File: src/sv/lrbm_window.sv
// 3x3 colour window and the eight-neighbour inequality test on its centre.
// Depends on nothing but its ports.
`default_nettype none

module lrbm_window #(
  parameter int COLOR_BITS = 32
) (
  input  wire logic                  clk,
  input  wire logic                  shift,
  input  wire logic [COLOR_BITS-1:0] up,
  input  wire logic [COLOR_BITS-1:0] lo,
  input  wire logic [COLOR_BITS-1:0] color,
  output      logic                  differs
);

  // rows: 0..2 two rows up, 3..5 one row up, 6..8 current row; centre is 4
  logic [COLOR_BITS-1:0] win [9];

  always_ff @(posedge clk) begin
    if (shift) begin
      for (int k = 0; k < 3; k++) begin
        win[3*k]   <= win[3*k+1];
        win[3*k+1] <= win[3*k+2];
      end
      win[2] <= up;
      win[5] <= lo;
      win[8] <= color;
    end
  end

  always_comb begin
    differs = 1'b0;
    for (int k = 0; k < 9; k++) begin
      if (k != 4 && win[k] != win[4]) begin
        differs = 1'b1;
      end
    end
  end

endmodule

`default_nettype wire

File: config.mk
export PLATFORM = sky130hd
export DESIGN_NAME = lrbm_window
export DESIGN_NICKNAME = d
export VERILOG_FILES = /design/src/sv/lrbm_window.sv
export SDC_FILE = /design/constraint.sdc
export NUM_CORES = 1
export LEC_CHECK = 0
export BUFFER_PORTS_ARGS = -buffer_cell sky130_fd_sc_hd__buf_2
export CORE_ASPECT_RATIO = 0.8
export CORE_UTILIZATION = 45
export CTS_CLUSTER_SIZE = 12
export DETAILED_ROUTE_END_ITERATION = 6
export MAX_ROUTING_LAYER = met4
export PLACE_DENSITY_LB_ADDON = 0.1
export SETUP_SLACK_MARGIN = 0.3
export SLEW_MARGIN = 15
export SYNTH_ARGS = -nofsm -noshare
export SYNTH_HDL_FRONTEND = slang
export SYNTH_SLANG_ARGS = --single-unit
File: constraint.sdc
create_clock -name clk -period 2.3 [get_ports clk]
set_input_delay 0.23 -clock clk [delete_from_list [all_inputs] [get_ports clk]]
set_output_delay 0.23 -clock clk [all_outputs]
set_load 0.005 [all_outputs]
==> summary.md <==
| Metric | Value |
|---|---|
| Layout area overhead | 29.24% |
| Worst-margin pin slew | 420.4 ps |
| Clock input transition at the sequential cells of the worst setup and hold paths | 60 ps |
| Max-Slew Margin vs Limit | 71.98% |
| Power share of the clock group | 36.2% |
| Share of power burned in combinational logic | 7.4% |
| Number of flip-flops and latches in the synthesized netlist | 288 |
| Startpoint of the worst-slack reg-to-reg timing path | win[0][132]$_DFFE_PP_ |
| Mean number of vias per cell | 5.174 |
| Instance count of the mapped netlist | 612 |
| Crit path arrival time | 2660 ps |
| TritonRoute pass-1 iters | 5 |
| Maximum level of the CTS H-tree | 1 |
| Internal power component | 8.969 mW |
| Hold Startpoint | shift |
| Final HPWL from detailed placement | 14950 um |
| Nets | 984 |
| Kind of critical path | flop to primary output |
| Post-route clock period utilization | 125.5% |
| Part of the total power dissipated in sequential elements | 56.5% |
| Worst min path class | primary input to flop |
| End-of-flow core utilization | 59.92% |
| Number of cells on the worst reg-to-reg path | 2 |
| Result of the run | finished, violations left |
| ANT cells | 0 |
| Placed inst area | 0.01220 mm2 |
| Largest regs | win: 288 flops |
| P_leak | 5.143 nW |
| Mapped Nets | 710 |
| Layout Cell Area excl Fill | 0.01421 mm2 |
| Weighted congestion at the end of routability-driven global placement | 0.8052 |
| Die height | 141.8 um |
| Worst hold stages | 1 |
| X dimension of the die | 176.7 um |
| CTS tree | yes |
| Maximum number of pins on one net before global-route repair | 70 |
| Net Switching | 2.526 mW |
| Number of setup violations in the final report | 1 |
| Antenna violations before repair | 0 |
| Critical path launch point | win[0][136]$_DFFE_PP_ |
| Cell Area, Synth | 0.01099 mm2 |
| Clock Root Buffer | sky130_fd_sc_hd__clkbuf_16 |
| Register with the most flip-flops | win |
| Quantity of I/O buffers inserted on ports | 98 |
| Number of cells in the design after placement | 1058 |
| RSZ-0062 raised after global routing | yes |
| Setup slack after layout | -586.1 ps |
| Total of warnings raised by yosys | 0 |
| Top library cells by usage in the layout, fill and taps aside | sky130_fd_sc_hd__edfxtp_1 (288), sky130_fd_sc_hd__buf_2 (97), sky130_fd_sc_hd__dlygate4sd3_1 (96) |
| Register area share after synthesis | 78.67% |
| Number of routed nets with antenna violations | 0 |
| Count of clock tree sinks | 288 |
| Area inside the core boundary | 0.02371 mm2 |
| Die Outline Area | 0.02506 mm2 |
| Fraction of power spent switching nets | 21.98% |
| Max clock buf depth | 3 |
| Vias | 6276 |
| Most frequent standard cell in the layout excluding fill and tap cells | sky130_fd_sc_hd__edfxtp_1 |
| Mapped Avg Cell Area | 17.96 um2 |
| Data required time of the worst path | 2070 ps |
| Initial core utilization | 46.36% |
| Failing checks | negative setup slack |
| FMAX | 346.5 MHz |
| Power density cells | 809.1 mW/mm2 |
| Gr usage total | 18.93% |
| Distinct cell type count of the synthesized netlist | 23 |
| Sum Neg Setup Slack | -586.1 ps |
| Fraction of layout cells with a size suffix above 1 | 24.53% |
| Count of standard-cell rows | 50 |
| CP max FO | 7 |
| Min cycle time layout | 2886 ps |
| Worst setup skew after layout | 6.804 ps |
| Total gr overflow | 0 |
| Critical Path Sink Type | primary output |
| Worst IR drop on VDD | 0.6135 mV |
| Drt drc | 0 |
| Critical path launch point type | flop |
| Total wire length after detailed routing | 22580 um |
| Vias in the first global route | 6331 |
| Final-report hold violation count | 0 |
| CTS buffer count | 29 |
| First-pass GRT wire length | 34850 um |
| Max-cap viol count | 0 |
| Clock latency on the worst-skew pair | 550 ps |
| Final standard cell count with taps included and fillers excluded | 1213 |
| Max reg flops | 288 |
| Pins over their slew limit | 0 |
| Post-DR wirelength/cell | 18.61 um |
| Initial DRC Count | 475 |
| Number of ports placed on the die boundary | 99 |
==> power by group through the flow <==
| stage | clock network, mW | logic (mW) | registers, mW |
|---|---|---|---|
| floorplan | 0 | 0.315 | 6.49 |
| global placement | 0 | 0.661 | 6.58 |
| detailed placement | 0 | 0.669 | 6.60 |
| CTS | 4.28 | 0.838 | 6.49 |
| global route | 4.47 | 0.926 | 6.53 |
| finish | 4.16 | 0.847 | 6.49 |
==> cell type report <==
cell class,count,area [um2]
fill,1814,9503
sequential,288,8648
multi-input combinational,304,2330
timing repair buffer,263,2032
clock buffer,38,759.5
tap,312,390.4
clock inverter,8,47.55
==> routing by layer <==
| layer | vias to the layer above | share of wire [%] | global-route usage (%) |
|---|---|---|---|
| met4 | 0 | 2.2 | 4.537 |
| met3 | 33 | 4.8 | 2.465 |
| li1 | 2995 | - | - |
| met1 | 3099 | 47 | 27.14 |
| met2 | 149 | 46 | 28.85 |
| met5 | - | 0 | - |
==> synth_stat cells <==
cell type,count,area [um2]
sky130_fd_sc_hd__a22oi_1,2,15.01
sky130_fd_sc_hd__or3_2,1,7.510
sky130_fd_sc_hd__edfxtp_1,288,8648
sky130_fd_sc_hd__o22ai_1,18,112.6
sky130_fd_sc_hd__or4_1,21,157.7
sky130_fd_sc_hd__nand3_1,3,15.01
sky130_fd_sc_hd__buf_2,5,25.02
sky130_fd_sc_hd__buf_6,8,90.09
sky130_fd_sc_hd__or3_1,2,12.51
sky130_fd_sc_hd__nor3_1,37,185.2
sky130_fd_sc_hd__nor3_2,1,10.01
sky130_fd_sc_hd__and3_1,35,219.0
sky130_fd_sc_hd__o21ai_0,1,5.000
sky130_fd_sc_hd__xor2_1,70,613.1
sky130_fd_sc_hd__mux2i_1,16,160.2
sky130_fd_sc_hd__xnor2_1,29,254.0
sky130_fd_sc_hd__and3_2,1,7.510
sky130_fd_sc_hd__nor4_1,25,156.4
sky130_fd_sc_hd__and4_1,4,35.03
sky130_fd_sc_hd__nor2_1,1,3.750
sky130_fd_sc_hd__a211oi_1,2,15.01
sky130_fd_sc_hd__clkbuf_1,7,26.28
sky130_fd_sc_hd__nand4_1,35,219.0
==> cell families (layout without fill, tap and decap cells) <==
logic type                after synthesis  in the layout  share of synthesized area [%]
and+or+nand+nor                       166            166                          9.356
DFF                                   288            288                          78.67
muxes                                  16             16                          1.457
xor gates and xnor gates               99             99                          7.888
AOI/OAI and AO/OA                      23             23                          1.343
buffers and inverters                  20            309                          1.286
==> timing repair <==
action                                  in CTS  in global routing
gates resized for setup                     11                 15
hold buffers                                96                  0
endpoints found under the setup margin       1                  1
pin swaps                                   12                 14
endpoints found under the hold margin       96                  0
setup buffers                               10                  3
==> through the flow <==
step | total power, mW | hold WS (ps) | setup slack [ps]
floorplan | 6.802 | 328.9 | 412.1
finish | 11.50 | 107.0 | -586.1
global route | 11.93 | 115.7 | -665.5
global placement | 7.242 | 406.6 | -143.7
detailed placement | 7.267 | 408.1 | -95.01
CTS | 11.61 | 98.21 | -552.3
==> critical path: stages, from the launching register on <==
cell	delay, ps
sky130_fd_sc_hd__edfxtp_1	510
sky130_fd_sc_hd__buf_6	190
sky130_fd_sc_hd__xor2_2	200
sky130_fd_sc_hd__nor4_4	280
sky130_fd_sc_hd__nand4_1	230
sky130_fd_sc_hd__nor4_2	350
sky130_fd_sc_hd__nand4_1	180
sky130_fd_sc_hd__buf_2	170
==> worst paths after layout <==
kind / slack (ps) / to
worst min-delay path: 110 / win[0][178]$_DFFE_PP_
worst min register to register: 470 / win[0][61]$_DFFE_PP_
worst max-delay path: -590 / differs
worst max register to register: 1300 / win[0][100]$_DFFE_PP_
Power figures use the tool's default switching activity.
