[src/sv/lrbm_pkg.sv]
// Shared constants and the result record of the label region boundary mask unit.
// No dependencies.
`default_nettype none

package lrbm_pkg;

  localparam int CFG_W          = 12;
  localparam int CFG_IDX_W      = 4;
  localparam int CFG_SIZE_RESET = 2048;
  localparam int POS_W          = 11;
  localparam int IN_COLOR_W     = 32;
  localparam int OUT_DEPTH      = 4;

  localparam int DEF_MAX_WIDTH  = 2048;
  localparam int DEF_MAX_HEIGHT = 2048;
  localparam int DEF_COLOR_BITS = 32;

  localparam logic REQ_PIXEL = 1'b0;
  localparam logic REQ_FLUSH = 1'b1;

  localparam logic [CFG_IDX_W-1:0] REG_IMAGE_WIDTH  = 4'd0;
  localparam logic [CFG_IDX_W-1:0] REG_IMAGE_HEIGHT = 4'd1;

  typedef struct packed {
    logic             is_boundary;
    logic [POS_W-1:0] row;
    logic [POS_W-1:0] col;
    logic             last;
  } res_t;

endpackage

`default_nettype wire

[src/sv/lrbm_out_fifo.sv]
// Small result queue between the classifier and the result channel.
// Depends on lrbm_pkg for the result record.
`default_nettype none

module lrbm_out_fifo
  import lrbm_pkg::*;
#(
  parameter int DEPTH = OUT_DEPTH
) (
  input  wire logic                       clk,
  input  wire logic                       rst,
  input  wire logic                       push,
  input  wire res_t                       push_data,
  output      logic                       pop_valid,
  input  wire logic                       pop_stall,
  output      res_t                       pop_data,
  output      logic [$clog2(DEPTH+1)-1:0] count
);

  localparam int AW = $clog2(DEPTH);
  localparam int NW = $clog2(DEPTH + 1);

  res_t          mem [DEPTH];
  logic [AW-1:0] wr_ptr;
  logic [AW-1:0] rd_ptr;
  logic          pop;

  assign pop_valid = (count != '0);
  assign pop       = pop_valid && !pop_stall;
  assign pop_data  = mem[rd_ptr];

  always_ff @(posedge clk) begin
    if (push) begin
      mem[wr_ptr] <= push_data;
    end
  end

  always_ff @(posedge clk) begin
    if (rst) begin
      wr_ptr <= '0;
      rd_ptr <= '0;
      count  <= '0;
    end else begin
      if (push) begin
        wr_ptr <= (wr_ptr == AW'(DEPTH - 1)) ? '0 : wr_ptr + AW'(1);
      end
      if (pop) begin
        rd_ptr <= (rd_ptr == AW'(DEPTH - 1)) ? '0 : rd_ptr + AW'(1);
      end
      if (push && !pop) begin
        count <= count + NW'(1);
      end else if (pop && !push) begin
        count <= count - NW'(1);
      end
    end
  end

endmodule

`default_nettype wire

[config.mk]
export PLATFORM = sky130hd
export DESIGN_NAME = lrbm_out_fifo
export DESIGN_NICKNAME = d
export VERILOG_FILES = /design/src/sv/lrbm_pkg.sv /design/src/sv/lrbm_out_fifo.sv
export SDC_FILE = /design/constraint.sdc
export NUM_CORES = 1
export LEC_CHECK = 0
export BUFFER_PORTS_ARGS = -buffer_cell sky130_fd_sc_hd__buf_2
export CAP_MARGIN = 25
export CELL_PAD_IN_SITES_DETAIL_PLACEMENT = 1
export CELL_PAD_IN_SITES_GLOBAL_PLACEMENT = 1
export CORE_AREA = 5 5 96 98
export DETAILED_ROUTE_END_ITERATION = 10
export DIE_AREA = 0 0 101 103
export GPL_TIMING_DRIVEN = 1
export PLACE_DENSITY_LB_ADDON = 0.15
export SYNTH_ARGS = -nofsm -noshare
export SYNTH_HDL_FRONTEND = slang
export SYNTH_SLANG_ARGS = --single-unit
[constraint.sdc]
create_clock -name clk -period 2.15 [get_ports clk]
set_input_delay 0.215 -clock clk [delete_from_list [all_inputs] [get_ports clk]]
set_output_delay 0.215 -clock clk [all_outputs]
set_load 0.02 [all_outputs]
==> reports/results.tsv, run 1 <==
metric	value	unit
outcome	complete, no violations	
TritonCTS clock tree	built	
Yosys reg bits	105	
final worst slack	0.140	ns
placed wire-length estimate	4.71	mm
footprint of the multi-input gates	821	sq um
final hold violations	0	
share of post-route cells with drive strength above 1	0.431	
HP Class	primary input to flip-flop	
Final GP Congestion	0.835	
met2 usage	0.273	
Root Buffer	clkbuf_8	
Synth Area in Adders	0.0241	
FP Rows	34	
FF+latch area	3070	sq um
CP arrival	2.29	ns
Max VDD drop	0.000738	V
nets@finish	276	
number of buffers added on ports	55	
initial antenna violation count	0	
DR vias	1836	
kind of critical path	flip-flop to flip-flop	
hold depth	1	
clock buffer depth	2	
distinct cell type count after synthesis	23	
WL final	7.11	mm
crit start category	flip-flop	
Final Skew	0.0103	ns
hold path start	push_data[2]	
chip height	103	microns
minimum clock period	2.01	ns
Max H-tree Level	3	
Ys Warns	0	
most crowded layer after global routing	met2	
Fill cells	754	
WL/cell	20.1	microns
mux cell area share after synthesis	0.146	
Die X-Extent	101	microns
drt pass-1 iters	4	
Net Count, Synth	207	
relative slew slack	0.700	
Switching Share	0.284	
vias in the first global route	2147	
1st-iter DRT viols	96	
GR Layer Usage met1	0.170	
Clock Pin Slew Worst Setup and Hold Paths	0.10	ns
worst r2r src	count[0]	
Mapped Cells	172	
proportion of power drawn by the clock network	0.251	
combinational power share	0.245	
f_max	497	MHz
r2r setup slk	0.14	ns
largest family of logic cells by synthesized area	multiplexers	
met3 global-route usage	0.0406	
leakage power	1.60	nW
boundary pin count	56	
sequential power share	0.504	
WP data required	2.43	ns
Worst Reg-to-Reg Cells	9	
DR DRC count	0	
max-capacitance violation count	0	
FF-to-FF End	count[2]	
Area Growth Syn to Fin	16.8	%
CP Capture Type	flip-flop	
Slew Limit Fails	0	
Post-Synth Simple-Gate Area	0.0203	
largest net degree at the start of global routing	25	
Tcrit/Tclk final	0.935	
total track usage	0.148	
Placed Cells	335	
pre-CTS WS	0.00375	ns
Sw Pwr	0.00136	W
xor and xnor fraction of the mapped netlist area	0.00443	
global-route wire length before repair	11.3	mm
Final ANT Viol Nets	0	
crit path max fanout	3	
mean post-synth cell area	23.0	sq um
cts bufs inserted	9	
Int Pwr	0.00343	W
area fraction of the dominant cell type after synthesis	0.730	
cell taking the most area after synthesis	edfxtp_1	
Antenna Cells	0	
via/cell ratio	5.19	
worst-margin pin slew	0.449	ns
register area share after synthesis	0.775	
total global routing overflow	0	
# setup viols final	0	
Tot Pwr	0.00479	W
power per cell area	1040	nW/um^2
core box area	8380	sq um
Sink Count	105	
hold slack	0.0717	ns
DIE AREA	10400	sq um
Clock Latency Late Sink	0.35	ns
Synth Area in Compound Gates	0.00887	
fin cells	354	
synth top area cells	edfxtp_1 (73%), mux4_2 (11%), dfxtp_1 (4.6%)	
cell area after synthesis	3950	sq um
initial core utilization	0.471	
Hold Path Sink	mem[0][2]	
critical path: stages, from the launching register on:
cell and delay (ns):
dfxtp_4 0.36, nor3_4 0.19, inv_2 0.06, nand2b_1 0.08, ha_2 0.18, inv_1 0.05, fa_1 0.36, xor2_1 0.16
or3_1 0.36, a21oi_2 0.14
logic make-up (layout without fill, tap and decap cells):
family | Yosys count | in the layout
xor+xnor | 2 | 2
buf+inv | 11 | 85
compound gates | 7 | 7
simple gates | 14 | 14
fa+ha+maj | 7 | 7
mux | 26 | 26
flops | 105 | 105
through the flow:
| step | util | TNS, ns | instance area, sq um |
|---|---|---|---|
| final | 0.550 | 0 | 4610 |
| after detailed placement | 0.522 | 0 | 4370 |
| after global placement | 0.522 | 0 | 4370 |
| after CTS | 0.546 | 0 | 4580 |
| after global routing | 0.550 | -0.00596 | 4610 |
| after floorplan | - | 0 | 3960 |
repair_timing:
item                       4_1_cts  5_1_grt
setup endpoints to repair        1        1
buffers inserted                 1        2
resized for setup                0        7
pin swaps                        1        3
hold buffers                     0        0
layout make-up:
cell class | count | share of cell area
multi-input cells | 56 | 0.178
clock inverters | 7 | 0.0165
well taps | 108 | 0.0293
flip-flops and latches | 105 | 0.665
repair buffers | 64 | 0.0798
inverters | 5 | 0.00407
clock buffers | 9 | 0.0269
flip-flops by register name, summed over array words and instances (netlist names), named ones only:
| signal | cells |
|---|---|
| wr_ptr | 2 |
| rd_ptr | 2 |
| mem | 96 |
| count | 3 |
cells in the mapped netlist (all sizes together):
library cell and count:
nor2 4, ha 6, edfxtp 96, inv 5
mux2i 2, xor2 2, clkbuf 1, fa 1
nor3b 1, and2 4, o21ai 3, a21oi 4
buf 5, or3 1, nand3b 1, nand2b 1
mux4 24, dfxtp 9, nor3 1, or4 1
worst max-delay path by stage:
| stage | start | cells past startpoint | end | slack, ns |
|---|---|---|---|---|
| finish | count[0] | 9 | count[2] | 0.14 |
| global route | count[0] | 9 | count[2] | -0.006 |
| CTS | count[2] | 9 | count[2] | 0.06 |
| detailed placement | count[0] | 9 | count[2] | 0.004 |
| global placement | count[0] | 9 | count[2] | 0.19 |
| floorplan | count[0] | 9 | count[2] | 0.04 |
power groups by stage:
stage          sequential [W]  combinational [W]  clock (W)
2_1_floorplan         0.00246           0.000824          0
3_3_place_gp          0.00244            0.00110          0
3_5_place_dp          0.00245            0.00114          0
4_1_cts               0.00241            0.00116    0.00123
5_1_grt               0.00242            0.00128    0.00135
6_report              0.00241            0.00117    0.00120
cells in the final DEF (no fill, tap or decap), drive strengths merged, types with 4 or more instances in the layout:
cell type	synthesis	layout
edfxtp	96	96
buf	5	64
mux4	24	24
clkbuf	1	9
dfxtp	9	9
inv	5	7
ha	6	6
and2	4	4
nor2	4	4
a21oi	4	4
routing by layer:
metal	up-vias	wire length [microns]
met1	948	2810
li1	846	-
met3	5	355
met5	-	0
met4	0	49
met2	37	3890
Power figures use the tool's default switching activity.
==> run 2: changes to the inputs <==
--- a/config.mk
+++ b/config.mk
@@ -13,6 +13,7 @@
 export DETAILED_ROUTE_END_ITERATION = 10
 export DIE_AREA = 0 0 101 103
 export GPL_TIMING_DRIVEN = 1
+export HOLD_SLACK_MARGIN = 0.08
 export PLACE_DENSITY_LB_ADDON = 0.15
 export SYNTH_ARGS = -nofsm -noshare
 export SYNTH_HDL_FRONTEND = slang
==> reports/results.tsv, run 2 (synthesis gave the netlist of run 1 again) <==
metric	value	unit	change
minimum clock period	2.01	ns	+0.000492 ns
Max VDD drop	0.000741	V	+0.29%
Final ANT Viol Nets	0		unchanged
Max H-tree Level	3		unchanged
DR DRC count	0		unchanged
setup tns final	0	ns	unchanged
WL/cell	19.4	microns	-3.5%
worst-margin pin slew	0.454	ns	+0.00494 ns
power per cell area	1000	nW/um^2	-3.6%
boundary pin count	56		unchanged
HP Class	primary input to flip-flop		
FP Rows	34		unchanged
cts bufs inserted	9		unchanged
WL final	7.27	mm	+2.2%
CP Capture Type	flip-flop		
total global routing overflow	0		unchanged
Tcrit/Tclk final	0.935		about the same
# setup viols final	0		unchanged
Clock Pin Slew Worst Setup and Hold Paths	0.08	ns	-0.02 ns
TritonCTS clock tree	built		
leakage power	1.69	nW	+5.5%
Die X-Extent	101	microns	unchanged
max-capacitance violation count	0		unchanged
DIE AREA	10400	sq um	unchanged
crit path max fanout	3		unchanged
f_max	497	MHz	about the same
core box area	8380	sq um	unchanged
Area Growth Syn to Fin	22.1	%	
Slew Limit Fails	0		unchanged
Final GP Congestion	0.835		unchanged
nets@finish	297		+7.6%
CP arrival	2.29	ns	about the same
outcome	complete, no violations		
via/cell ratio	5.09		-1.9%
chip height	103	microns	unchanged
initial core utilization	0.471		unchanged
largest net degree at the start of global routing	25		unchanged
final hold violations	0		unchanged
commonest non-fill, non-tap cells in the layout	edfxtp_1 (96), buf_2 (55), dlygate4sd3_1 (21), mux4_2 (20), clkbuf_8 (9)		
Antenna Cells	0		unchanged
Root Buffer	clkbuf_8		
share of post-route cells with drive strength above 1	0.397		-0.0339
Top reg by flops	mem		
number of buffers added on ports	55		unchanged
Clock Latency Late Sink	0.35	ns	about the same
WP data required	2.43	ns	about the same
total track usage	0.150		+0.00235
kind of critical path	flip-flop to flip-flop		
clock buffer depth	2		unchanged
max reg flops	96		unchanged
r2r setup slk	0.14	ns	about the same
commonest non-fill, non-tap cell in the layout	edfxtp_1		
hold slack	0.101	ns	+0.0296 ns
Final Skew	0.0116	ns	+0.00132 ns
Sink Count	105		unchanged
crit start category	flip-flop		
global-route wire length before repair	11.5	mm	+2.1%
1st-iter DRT viols	92		-4.2%
DR vias	1908		+3.9%
vias in the first global route	2216		+3.2%
biggest regs	mem: 96 flops, count: 3 flops		
initial antenna violation count	0		unchanged
relative slew slack	0.697		-0.00329
placed wire-length estimate	4.71	mm	unchanged
drt pass-1 iters	4		unchanged
run 2: repair_timing:
action	4_1_cts	5_1_grt
pin swaps	1	3
cloned	0	0
hold buffers	21	0
setup buffers	1	2
resized for setup	0	7
endpoints found under the setup margin	1	1
endpoints found under the hold margin	78	0
run 2: path summary, 6_finish.rpt:
| kind | startpoint | end | depth (start not counted) |
|---|---|---|---|
| hold / removal | push_data[20] | mem[1][20] | 1 |
| setup / recovery | count[0] | count[2] | 9 |
| hold reg to reg | rd_ptr[0] | flip-flop | 2 |
| setup reg to reg | count[0] | count[2] | 9 |
run 2: per-layer routing:
layer  part of all wire  vias to the layer above  wire length (microns)  global-route usage
met2               0.54                       37                   3950               0.277
met5                  0                        -                      0                   0
met3              0.045                        5                    330              0.0372
met1               0.40                      980                   2940               0.176
li1                   -                      886                      -                   -
met4             0.0067                        0                     49              0.0399
run 2: power by group:
group | internal [W] | total [W] | leakage (nW) | switching [W]
registers | 0.00235 | 0.00241 | 0.957 | 0.0000589
logic | 0.000554 | 0.00120 | 0.635 | 0.000650
clock network | 0.000547 | 0.00121 | 0.0979 | 0.000659
run 2: area by class of cell:
class	instances	area [sq um]
multi-input combinational	56	821
clock buffer	9	124
tap	108	135
inverter	5	18.8
fill	753	3560
clock inverter	7	76.3
sequential	105	3070
timing repair buffer	85	578
run 2: worst max-delay path, cell delays in order, from the launching register on:
cell and delay [ns]:
dfxtp_4 0.36, nor3_4 0.19, inv_2 0.06, nand2b_1 0.08, ha_2 0.18, inv_1 0.05
fa_1 0.36, xor2_1 0.16, or3_1 0.36, a21oi_2 0.14
run 2: per-stage QoR:
stage	cells	setup slack, ns	power [W]	cell area, sq um	utilization
3_3_place_gp	335	0.193	0.00354	4370	0.522
5_1_grt	375	-0.00596	0.00508	4820	0.575
2_1_floorplan	172	0.0434	0.00328	3960	-
3_5_place_dp	335	0.00375	0.00360	4370	0.522
4_1_cts	373	0.0573	0.00484	4790	0.572
6_report	375	0.139	0.00482	4820	0.575
